`src/hdl/tlf_pkg.sv`:
```
// ----------------------------------------------------------------------------
// tlf_pkg: shared types and constants for the text line folder
// Character codes, fold column limits and the command/status bundles that
// pass between the controller and the datapath.
// ----------------------------------------------------------------------------
package tlf_pkg;

   localparam int CHAR_W = 8;
   localparam int FOLD_W = 6;

   localparam logic [CHAR_W-1:0] CH_SPACE = 8'h20;
   localparam logic [CHAR_W-1:0] CH_TAB   = 8'h09;
   localparam logic [CHAR_W-1:0] CH_NL    = 8'h0A;

   localparam logic [FOLD_W-1:0] FOLD_SAT   = 6'd62;
   localparam logic [FOLD_W-1:0] FOLD_RESET = 6'd59;

   // controller to datapath
   typedef struct packed {
      logic accept;     // input transfer: append byte, update word state
      logic plan;       // latch emit length, trailing newline and fold kind
      logic emit_load;  // load output register from the line store
      logic emit_nl;    // load output register with an inserted newline
      logic idx_inc;
      logic idx_clr;
      logic shift_sel;  // read the store at break point plus index
      logic shift_wr;   // write the carried byte to the front
      logic finish;     // commit fill, word flag and break point
   } cmd_type;

   // datapath to controller
   typedef struct packed {
      logic is_nl;
      logic over;
      logic more;
      logic tail;
      logic shift_more;
      logic out_free;
   } status_type;

endpackage

```
`src/hdl/text_line_folder_unit.sv`:
```
// ----------------------------------------------------------------------------
// text_line_folder_unit: greedy word-wrap line folder
// Buffers a text line and emits it on newline or when it exceeds the fold
// column, breaking at the last blank after a word, or at the full line if none.
// ----------------------------------------------------------------------------
// Usage:
//   req_*  : one text byte per transfer (req_in_char).
//   rsp_*  : emitted bytes; rsp_run_end marks the last byte caused by one
//            input byte. Bytes that cause no output produce no transfer.
//   csr_*  : write fold_column; always ready, write only while idle.
// Sequence: a byte that emits nothing is appended and planned. A byte that
//   ends a line then drains its stored bytes one by one; a fold adds the
//   inserted newline and the shift check, plus a copy of a carried word.
//   The drain and the carried-word copy both go through the single
//   registered-read port of the line store.
// Reset clears fill, word flag and break point and restores fold column 59;
//   the line store needs no clearing. When the receiver stalls, the output
//   register holds its byte and the sequencer waits; no input is taken until
//   the current byte's results have all been loaded.
// ----------------------------------------------------------------------------
module text_line_folder_unit #(
   parameter int LINE_DEPTH = 64
) (
   input  logic                        clock,
   input  logic                        reset,
   input  logic                        req_valid,
   output logic                        req_ready,
   input  logic [tlf_pkg::CHAR_W-1:0]  req_in_char,
   output logic                        rsp_valid,
   input  logic                        rsp_ready,
   output logic [tlf_pkg::CHAR_W-1:0]  rsp_out_char,
   output logic                        rsp_run_end,
   input  logic                        csr_valid,
   output logic                        csr_ready,
   input  logic [tlf_pkg::FOLD_W-1:0]  csr_fold_column
);

   tlf_pkg::cmd_type    cmd;
   tlf_pkg::status_type status;

   assign csr_ready = 1'b1;

   tlf_ctrl u_ctrl (
      .clock     (clock),
      .reset     (reset),
      .req_valid (req_valid),
      .req_ready (req_ready),
      .status    (status),
      .cmd       (cmd)
   );

   tlf_datapath #(
      .LINE_DEPTH (LINE_DEPTH)
   ) u_datapath (
      .clock     (clock),
      .reset     (reset),
      .cmd       (cmd),
      .status    (status),
      .in_char   (req_in_char),
      .csr_we    (csr_valid && csr_ready),
      .csr_data  (csr_fold_column),
      .out_valid (rsp_valid),
      .out_ready (rsp_ready),
      .out_char  (rsp_out_char),
      .out_end   (rsp_run_end)
   );

endmodule

```
`src/hdl/tlf_datapath.sv`:
```
// ----------------------------------------------------------------------------
// tlf_datapath: line store, counters and output register
// Holds the current line in a single-port-write, registered-read memory,
// tracks fill, word flag and break point, and drives the result register.
// ----------------------------------------------------------------------------
module tlf_datapath #(
   parameter int LINE_DEPTH = 64
) (
   input  logic                        clock,
   input  logic                        reset,
   input  tlf_pkg::cmd_type            cmd,
   output tlf_pkg::status_type         status,
   input  logic [tlf_pkg::CHAR_W-1:0]  in_char,
   input  logic                        csr_we,
   input  logic [tlf_pkg::FOLD_W-1:0]  csr_data,
   output logic                        out_valid,
   input  logic                        out_ready,
   output logic [tlf_pkg::CHAR_W-1:0]  out_char,
   output logic                        out_end
);

   localparam int CW    = $clog2(LINE_DEPTH);
   localparam int CMP_W = (CW > tlf_pkg::FOLD_W) ? CW : tlf_pkg::FOLD_W;
   localparam int CAP_I = (LINE_DEPTH - 2 < 62) ? LINE_DEPTH - 2 : 62;
   localparam logic [tlf_pkg::FOLD_W-1:0] FOLD_CAP = tlf_pkg::FOLD_W'(CAP_I);

   logic [tlf_pkg::CHAR_W-1:0] store_mem [LINE_DEPTH];
   logic [tlf_pkg::CHAR_W-1:0] rd_data_ff;

   logic [CW-1:0] fill_ff, fill_in;
   logic [CW-1:0] bp_ff, bp_in;
   logic          word_ff, word_in;
   logic          nl_ff, nl_in;
   logic [CW-1:0] lim_ff, lim_in;
   logic          tail_ff, tail_in;
   logic          soft_ff, soft_in;
   logic [CW-1:0] idx_ff, idx_in;
   logic [tlf_pkg::FOLD_W-1:0] fold_ff, fold_in;
   logic          out_valid_ff, out_valid_in;
   logic [tlf_pkg::CHAR_W-1:0] out_char_ff, out_char_in;
   logic          out_end_ff, out_end_in;

   logic                       blank, nl;
   logic [tlf_pkg::FOLD_W-1:0] eff_fold;
   logic [CW-1:0]              rd_addr, wr_addr;
   logic [tlf_pkg::CHAR_W-1:0] wr_data;
   logic                       wr_en;
   logic [CW:0]                src_pos;

   assign blank    = (in_char == tlf_pkg::CH_SPACE) || (in_char == tlf_pkg::CH_TAB);
   assign nl       = (in_char == tlf_pkg::CH_NL);
   assign eff_fold = (fold_ff > FOLD_CAP) ? FOLD_CAP : fold_ff;
   assign src_pos  = {1'b0, bp_ff} + {1'b0, idx_ff};

   assign rd_addr = cmd.shift_sel ? src_pos[CW-1:0] : idx_ff;
   assign wr_en   = cmd.accept || cmd.shift_wr;
   assign wr_addr = cmd.accept ? fill_ff : idx_ff;
   assign wr_data = cmd.accept ? in_char : rd_data_ff;

   always_ff @(posedge clock) begin
      if (wr_en) begin
         store_mem[wr_addr] <= wr_data;
      end
      rd_data_ff <= store_mem[rd_addr];
   end

   always_comb begin
      status.is_nl      = nl_ff;
      status.over       = CMP_W'(fill_ff) > CMP_W'(eff_fold);
      status.more       = idx_ff < lim_ff;
      status.tail       = tail_ff;
      status.shift_more = soft_ff && (src_pos < {1'b0, fill_ff});
      status.out_free   = !out_valid_ff || out_ready;
   end

   always_comb begin
      fill_in      = fill_ff;
      bp_in        = bp_ff;
      word_in      = word_ff;
      nl_in        = nl_ff;
      lim_in       = lim_ff;
      tail_in      = tail_ff;
      soft_in      = soft_ff;
      idx_in       = idx_ff;
      fold_in      = fold_ff;
      out_valid_in = out_valid_ff;
      out_char_in  = out_char_ff;
      out_end_in   = out_end_ff;

      if (csr_we) begin
         fold_in = csr_data;
      end

      if (cmd.accept) begin
         fill_in = fill_ff + 1'b1;
         nl_in   = nl;
         if (word_ff && blank) begin
            bp_in   = fill_ff + 1'b1;
            word_in = 1'b0;
         end else if (!word_ff && !blank && !nl) begin
            word_in = 1'b1;
         end
      end

      if (cmd.plan) begin
         idx_in = '0;
         if (nl_ff) begin
            lim_in  = fill_ff;
            tail_in = 1'b0;
            soft_in = 1'b0;
         end else if (bp_ff == '0) begin
            lim_in  = fill_ff;
            tail_in = 1'b1;
            soft_in = 1'b0;
         end else begin
            lim_in  = bp_ff - 1'b1;
            tail_in = 1'b1;
            soft_in = 1'b1;
         end
      end

      if (cmd.idx_clr) begin
         idx_in = '0;
      end else if (cmd.idx_inc) begin
         idx_in = idx_ff + 1'b1;
      end

      // drop the output once the receiver takes it, then maybe reload
      if (out_valid_ff && out_ready) begin
         out_valid_in = 1'b0;
      end
      if (cmd.emit_load) begin
         out_valid_in = 1'b1;
         out_char_in  = rd_data_ff;
         out_end_in   = !tail_ff && (idx_ff == lim_ff - 1'b1);
      end else if (cmd.emit_nl) begin
         out_valid_in = 1'b1;
         out_char_in  = tlf_pkg::CH_NL;
         out_end_in   = 1'b1;
      end

      if (cmd.finish) begin
         bp_in = '0;
         if (nl_ff) begin
            fill_in = '0;
            word_in = 1'b0;
         end else if (soft_ff) begin
            fill_in = fill_ff - bp_ff;
         end else begin
            fill_in = '0;
         end
      end
   end

   always_ff @(posedge clock) begin
      if (reset) begin
         fill_ff      <= '0;
         bp_ff        <= '0;
         word_ff      <= 1'b0;
         nl_ff        <= 1'b0;
         lim_ff       <= '0;
         tail_ff      <= 1'b0;
         soft_ff      <= 1'b0;
         idx_ff       <= '0;
         fold_ff      <= tlf_pkg::FOLD_RESET;
         out_valid_ff <= 1'b0;
      end else begin
         fill_ff      <= fill_in;
         bp_ff        <= bp_in;
         word_ff      <= word_in;
         nl_ff        <= nl_in;
         lim_ff       <= lim_in;
         tail_ff      <= tail_in;
         soft_ff      <= soft_in;
         idx_ff       <= idx_in;
         fold_ff      <= fold_in;
         out_valid_ff <= out_valid_in;
      end
      out_char_ff <= out_char_in;
      out_end_ff  <= out_end_in;
   end

   assign out_valid = out_valid_ff;
   assign out_char  = out_char_ff;
   assign out_end   = out_end_ff;

endmodule

```
`src/hdl/tlf_ctrl.sv`:
```
// ----------------------------------------------------------------------------
// tlf_ctrl: sequencing controller for the text line folder
// Steps one input byte through append, plan, emit, newline insertion,
// carried-word shift and commit.
// ----------------------------------------------------------------------------
module tlf_ctrl (
   input  logic                 clock,
   input  logic                 reset,
   input  logic                 req_valid,
   output logic                 req_ready,
   input  tlf_pkg::status_type  status,
   output tlf_pkg::cmd_type     cmd
);

   typedef enum logic [2:0] {
      ST_IDLE,
      ST_PLAN,
      ST_EMIT_RD,
      ST_EMIT_OUT,
      ST_EMIT_NL,
      ST_SHIFT_RD,
      ST_SHIFT_WR,
      ST_FINISH
   } state_type;

   state_type state_ff, state_in;

   always_comb begin
      state_in  = state_ff;
      cmd       = '0;
      req_ready = 1'b0;
      unique case (state_ff)
         ST_IDLE: begin
            req_ready = 1'b1;
            if (req_valid) begin
               cmd.accept = 1'b1;
               state_in   = ST_PLAN;
            end
         end
         ST_PLAN: begin
            if (status.is_nl || status.over) begin
               cmd.plan = 1'b1;
               state_in = ST_EMIT_RD;
            end else begin
               state_in = ST_IDLE;
            end
         end
         ST_EMIT_RD: begin
            if (status.more) begin
               state_in = ST_EMIT_OUT;
            end else if (status.tail) begin
               state_in = ST_EMIT_NL;
            end else begin
               state_in = ST_FINISH;
            end
         end
         ST_EMIT_OUT: begin
            // hold until the output register frees up
            if (status.out_free) begin
               cmd.emit_load = 1'b1;
               cmd.idx_inc   = 1'b1;
               state_in      = ST_EMIT_RD;
            end
         end
         ST_EMIT_NL: begin
            if (status.out_free) begin
               cmd.emit_nl = 1'b1;
               cmd.idx_clr = 1'b1;
               state_in    = ST_SHIFT_RD;
            end
         end
         ST_SHIFT_RD: begin
            cmd.shift_sel = 1'b1;
            if (status.shift_more) begin
               state_in = ST_SHIFT_WR;
            end else begin
               state_in = ST_FINISH;
            end
         end
         ST_SHIFT_WR: begin
            cmd.shift_wr = 1'b1;
            cmd.idx_inc  = 1'b1;
            state_in     = ST_SHIFT_RD;
         end
         ST_FINISH: begin
            cmd.finish = 1'b1;
            state_in   = ST_IDLE;
         end
         default: begin
            state_in = ST_IDLE;
         end
      endcase
   end

   always_ff @(posedge clock) begin
      if (reset) begin
         state_ff <= ST_IDLE;
      end else begin
         state_ff <= state_in;
      end
   end

endmodule

```
`config.mk`:
```
export PLATFORM = sky130hd
export DESIGN_NAME = text_line_folder_unit
export DESIGN_NICKNAME = d
export VERILOG_FILES = /design/src/hdl/tlf_pkg.sv /design/src/hdl/text_line_folder_unit.sv /design/src/hdl/tlf_datapath.sv /design/src/hdl/tlf_ctrl.sv
export SDC_FILE = /design/constraint.sdc
export NUM_CORES = 1
export LEC_CHECK = 0
export ABC_AREA = 1
export BUFFER_PORTS_ARGS = -buffer_cell sky130_fd_sc_hd__buf_4
export CAP_MARGIN = 20
export CORE_MARGIN = 1.5
export CORE_UTILIZATION = 63
export CTS_CLUSTER_SIZE = 28
export DETAILED_ROUTE_END_ITERATION = 12
export HOLD_SLACK_MARGIN = 0.06
export PLACE_DENSITY_LB_ADDON = 0.05
export SLEW_MARGIN = 40
export SYNTH_ARGS = -nofsm -noshare
export SYNTH_HDL_FRONTEND = slang
export SYNTH_HIERARCHICAL = 1
export SYNTH_SLANG_ARGS = --single-unit
```
`constraint.sdc`:
```
create_clock -name clock -period 6.32 [get_ports clock]
set_clock_uncertainty 0.15 [all_clocks]
set_input_delay 0.948 -clock clock [delete_from_list [all_inputs] [get_ports clock]]
set_output_delay 0.948 -clock clock [all_outputs]
set_load 0.02 [all_outputs]
```
* After elaboration in Yosys (flattened, before gate mapping)
Memories as Yosys holds them, arrays and structs flattened. A register that Yosys moved wholly into a read port is not among the register bits.
Index checks and enable logic that the tools add are counted.
** Storage, ports and cells
- Register bits :: 47
- Bits in latches :: 0
- RAM bits :: 512
- Memory bits (read-only) :: 0
- Input bits :: 19
- Output and inout bits :: 12
- Memories kept :: 1
** Cells by class
- Add/subtract/negate cells :: 6
- Multipliers :: 0
- Divide/modulo/power cells :: 0
- Order comparisons :: 4
- Equal/unequal tests :: 14
- Shifts and indexed selects :: 0
- Mux-type cells :: 49
- Bitwise operators :: 0
- Reduce and logical (&&, ||, !) cells :: 25
** Memories
- u_datapath.store_mem :: words 64, bits a word 8, read ports 1, clocked after Yosys merged registers in 1, write ports 1, line tlf_datapath.sv:27 : logic [tlf_pkg::CHAR_W-1:0] store_mem [LINE_DEPTH];
** Operators by type and width (count)
- $mux 6 :: 11
- $mux 1 :: 27
- $mux 8 :: 3
- $pmux 3 s8 :: 1
- $eq 8x4->1 const B :: 2
- $add 6x1->6 const B :: 2
- $eq 3x3->1 const B :: 4
- $mux 3 :: 4
- $sub 6x1->6 const B :: 2
- $eq 8x6->1 const B :: 1
- $add 6x6->7 :: 1
- $lt 7x6->1 :: 1
- $eq 3x2->1 const B :: 2
- $eq 6x6->1 :: 1
- $gt 6x6->1 :: 1
- $gt 6x6->1 const B :: 1
- $logic_and 1x1->1 :: 6
- $logic_not 6->1 :: 1
- $lt 6x6->1 :: 1
- $ne 2x2->1 const B :: 3
- $reduce_bool 2->1 :: 3
- $sub 6x6->6 :: 1
- $logic_not 1->1 :: 5
- $logic_or 1x1->1 :: 4
- 8 further kinds :: 10

* Longest topological paths before layout
- Word-level depth :: 10
- Gate-level depth with buffers :: 18
- Depth with buffers taken out :: 18

* Modules after synthesis
The synthesis kept the hierarchy.
** Modules (own cells, without submodules)
- tlf_datapath :: instances 1, cells an instance 2506, area an instance 25687.1 um^2, sequential area each 16505.8 um^2
- tlf_ctrl :: instances 1, cells an instance 50, area an instance 280.3 um^2, sequential area each 60.1 um^2
- text_line_folder_unit :: instances 1, cells an instance 2, area an instance 11.3 um^2, sequential area each 0.0 um^2

* Worst setup path after synthesis
No wires, ideal clock.
- Kind :: input-to-reg
- Start point :: input port req_valid
- End point :: memory u_datapath/store_mem[0][4] (netlist bit), data pin
- Library setup time :: 702 ps
- Arrival :: 4187 ps
- Slack :: 1281 ps
- Stages on the path :: 7
- Path buffers :: 3
- Cell sequence :: inv_1 nor2_1 clkbuf_2 inv_1 buf_2 clkbuf_1 o21ai_0
** RTL lines
- from (decl) :: line text_line_folder_unit.sv:26 : input logic req_valid,
- to (decl) :: line tlf_datapath.sv:27

==> results.env <==
OUTCOME='completed'
TIGHTEST_SLEW_PS=843
WORST_SKEW_PAIR.LATE_LATENCY_PS=610
CTS.REPORTEDPATHS.CLKPINSLEW_PS=60
TIMING.CRITICAL_PATH.DEPTH=14
MAXCLOCKFREQUENCY_GHz=0.235
NUMCTSBUFFERS=57
CP_CELL_SEQUENCE='inv_2 > nor2_4 > inv_2 > nand2_8 > nand2_8 > buf_12 > nand2_1 > nand3_1 > nand3_1 > nand3_1 > nand3_1 > nand2_1 > nand2_1 > nand2_1'
FP.DIEH_UM=206
POWER_PER_CELL_AREA_nW_PER_UM2=315
CTS-HTREE-LEVELS=2
POSTROUTEANTENNANETS=0
GRT.OVERFLOW.TOTAL=0
CRIT_TYPE='reg -> reg'
DIODES=0
GLOBAL_ROUTE_WIRE_LENGTH_BEFORE_REPAIR_UM=101000
DR.FIRST_ITER.DRC_COUNT=2303
CRIT_FAMILY='simple AND/OR/NAND/NOR gates'
POST_DRT_WL_PER_CELL_UM=21.5
HOLD_CLASS='reg -> reg'
CRITPATHLAUNCHTYPE='register'
LAYOUT_COMMONEST_CELL='sky130_fd_sc_hd__nand3_1'
IOS=31
POSTSYNTHCELLCOUNT=2558
MAX-CAP-VIOLATIONS=0
FINAL_CELL_MIX='sky130_fd_sc_hd__nand3_1 (637), sky130_fd_sc_hd__nand2_1 (523), sky130_fd_sc_hd__edfxtp_1 (521)'
VIA_COUNT_OF_THE_FIRST_GLOBAL_ROUTING_PASS=18000
CTS_NUM_SINKS=567
POST_SYNTH_NUM_CELL_TYPES=46
CRITICAL_PATH.N_BUFFERS_INVERTERS=3
GRT_START_MAX_NET_PINS=148
SYNTH_AREA_UM2=26000
DIE_BOUNDARY_WIDTH_UM=206
CRIT_REQUIRED_PS=6680
NFILLCELLS=3054
POST-DP-HPWL_UM=40600
DETAIL_ROUTE.WIRELENGTH_UM=67000
SW_POWER_mW=2.36
ANTENNA_FOUND_INITIAL=1
SYNTH_NETS=2612
CTS-RESIZED-GATES=0
SYNTH_EDF_COUNT=521
VIAS=18600
SYNTH-SEQ-CELLS=567
POSTSYNTHAREAPERCELL_UM2=10.2
PEAKVDDDROP_V=0.000299
PROPORTION_OF_SYNTHESIZED_FLIP_FLOPS_HAVING_ASYNCHRONOUS_SET_OR_RESET_PCT=0
DRIVE_ABOVE_1_SHARE_PCT=7.30
TIMING.MAX_SLEW.REL_SLACK_PCT=43.4
OVERALL_GLOBAL_ROUTING_USAGE_PCT=31.9
RSZ0062_AT_GRT='false'
YS_SEQ_AREA_SHARE_PCT=63.8
SHARE_SEQ_OF_TOTAL_POWER_PCT=49.9
DRT_FIRST_PASS_ITERS=8
HOLD_VIOLATIONS=0
FINAL.SETUP.TNS_PS=0
HOLDWS_PS=335
CRIT_SLOWEST_CELL='sky130_fd_sc_hd__nand2_8'
CTS_HOLD_BUFFERS=0
PATH_MAX_FANOUT=147
HOLD_CRIT_DEPTH=2
INTERNAL_CELL_POWER_mW=6.61
CTS_ROOT_BUF='sky130_fd_sc_hd__clkbuf_16'
TIMING.CRITICAL_PATH.ARRIVAL_PS=4600
VIASPERCELL=5.96
PERIOD_NEEDED_PS=4250
FINAL_CYCLE_SHARE_PCT=67.2
END_KIND='register'
SYNTH-MAIN-FF-CELL='sky130_fd_sc_hd__edfxtp_1'
FINAL_NETS=2597
CORE-AREA_UM2=40700
FP.DIEAREA_UM2=42500
SYNTH_WARNINGS=6
WORST_PATH_LARGEST_CELL_DELAY_PS=530
FINALSETUPVIOLCOUNT=0
CTS_TREE='built'
SYN2LAYOUT_AREA_GROWTH_PCT=9.78
P_CLK_SHARE_PCT=36.8
REPORT.FINAL.SLEW_VIOL_COUNT=0
POST_CTS.REPAIR.SETUP_BUFFERS=0
WORSTREGTOREGCELLS=14
START_UTIL_PCT=63.8
CORE.ROWCOUNT=74
DRT_DRC_VIOLATIONS_LEFT=0
CTS-ROOT-TO-SINK-BUFFERS=3
P_COMB_SHARE_PCT=13.3
NUMPORTBUFFERS=29
GPL.FINAL_WEIGHTED_CONGESTION=0.906
LEAKAGEPOWER_nW=11.3
POWER_SWITCHING_SHARE_PCT=26.3
LAYOUT.CORE_UTILIZATION_PCT=70.0
final timing paths:
kind / end / startpoint / slack [ps]
setup / recovery: u_datapath/rd_data_ff[0] / u_ctrl/state_ff[2] / 2070
hold reg to reg: u_datapath/fold_ff[0] / u_datapath/fold_ff[0] / 340
hold / removal: u_datapath/fold_ff[0] / u_datapath/fold_ff[0] / 340
setup reg to reg: u_datapath/rd_data_ff[0] / u_ctrl/state_ff[2] / 2070
power groups by stage:
| stage | Combinational, mW | Clock [mW] | Sequential [mW] |
|---|---|---|---|
| floorplan | 0.628 | 0 | 4.57 |
| global placement | 1.10 | 0 | 4.55 |
| detailed placement | 1.18 | 0 | 4.55 |
| CTS | 1.19 | 3.34 | 4.47 |
| global route | 1.29 | 3.47 | 4.48 |
| finish | 1.20 | 3.30 | 4.47 |
final cells by class:
class,count,area (um^2),area share [%]
sequential,567,16600,58.1
multi-input combinational,1514,7560,26.5
clock buffer,69,1510,5.31
inverter,335,1260,4.41
tap,532,666,2.33
timing repair buffer,68,646,2.26
clock inverter,37,312,1.09
logic make-up (layout without fill, tap and decap cells):
group	Yosys count	after routing	share of synthesized area (%)
AND/OR/NAND/NOR	1340	1340	23.5
other	1	1	0.0144
AO/OA/AOI/OAI	122	122	2.74
XOR/XNOR	16	16	0.539
adder cells (fa/ha/maj)	35	35	1.74
buffers and inverters	477	509	7.72
flip-flops	567	567	63.8
Yosys cell counts (all sizes together), types with 2 or more instances:
library cell	number	area (um^2)
nor4	8	50.1
o21bai	4	30.0
fa	2	40.0
or2	3	18.8
o211ai	4	30.0
nand2	532	2020
a21boi	2	15.0
nand4	12	75.1
nand3b	39	293
nand3	640	3220
ha	33	413
nor2	95	369
xor2	13	114
clkbuf	20	76.3
xnor2	3	26.3
edfxtp	521	15600
inv	333	1250
dfxtp	46	921
a21oi	44	224
clkinv	2	7.51
o21ai	50	277
a22oi	2	15.0
nor3	11	55.1
a211oi	9	67.6
buf	122	672
a31oi	2	12.5
routing by layer:
metal	wire length, um	share of wire [%]	vias up	global-route usage [%]
met2	31700	47	900	51.5
met1	26300	39	8849	42.2
met5	8	0.012	-	0
met3	6160	9.2	176	6.09
met4	2810	4.2	2	14.8
li1	-	-	8689	-
metrics by stage:
stage / worst slack (ps) / total power [mW] / std cells / instance area (um^2)
2_1_floorplan: 1280 / 5.20 / 2558 / 26000
3_3_place_gp: 2050 / 5.66 / 3007 / 26500
3_5_place_dp: 1850 / 5.73 / 3014 / 26700
4_1_cts: 2270 / 9.00 / 3120 / 28500
5_1_grt: 1900 / 9.24 / 3122 / 28500
6_report: 2070 / 8.97 / 3122 / 28500
worst min-delay path: stages (launching register included):
cell	delay, ps
sky130_fd_sc_hd__dfxtp_1	290
sky130_fd_sc_hd__inv_1	60
sky130_fd_sc_hd__o21ai_0	80
sequential cells by signal, indices dropped and copies added (netlist names):
signal	count
u_datapath/out_valid	1
u_datapath/out_end	1
u_datapath/bp_ff	6
u_datapath/rd_data_ff	8
u_ctrl/state_ff	3
u_datapath/idx_ff	6
u_datapath/soft_ff	1
u_datapath/nl_ff	1
u_datapath/fill_ff	6
u_datapath/fold_ff	6
u_datapath/out_char	8
u_datapath/store_mem	512
u_datapath/lim_ff	6
u_datapath/tail_ff	1
u_datapath/word_ff	1
(Power assumes the default switching activity.)
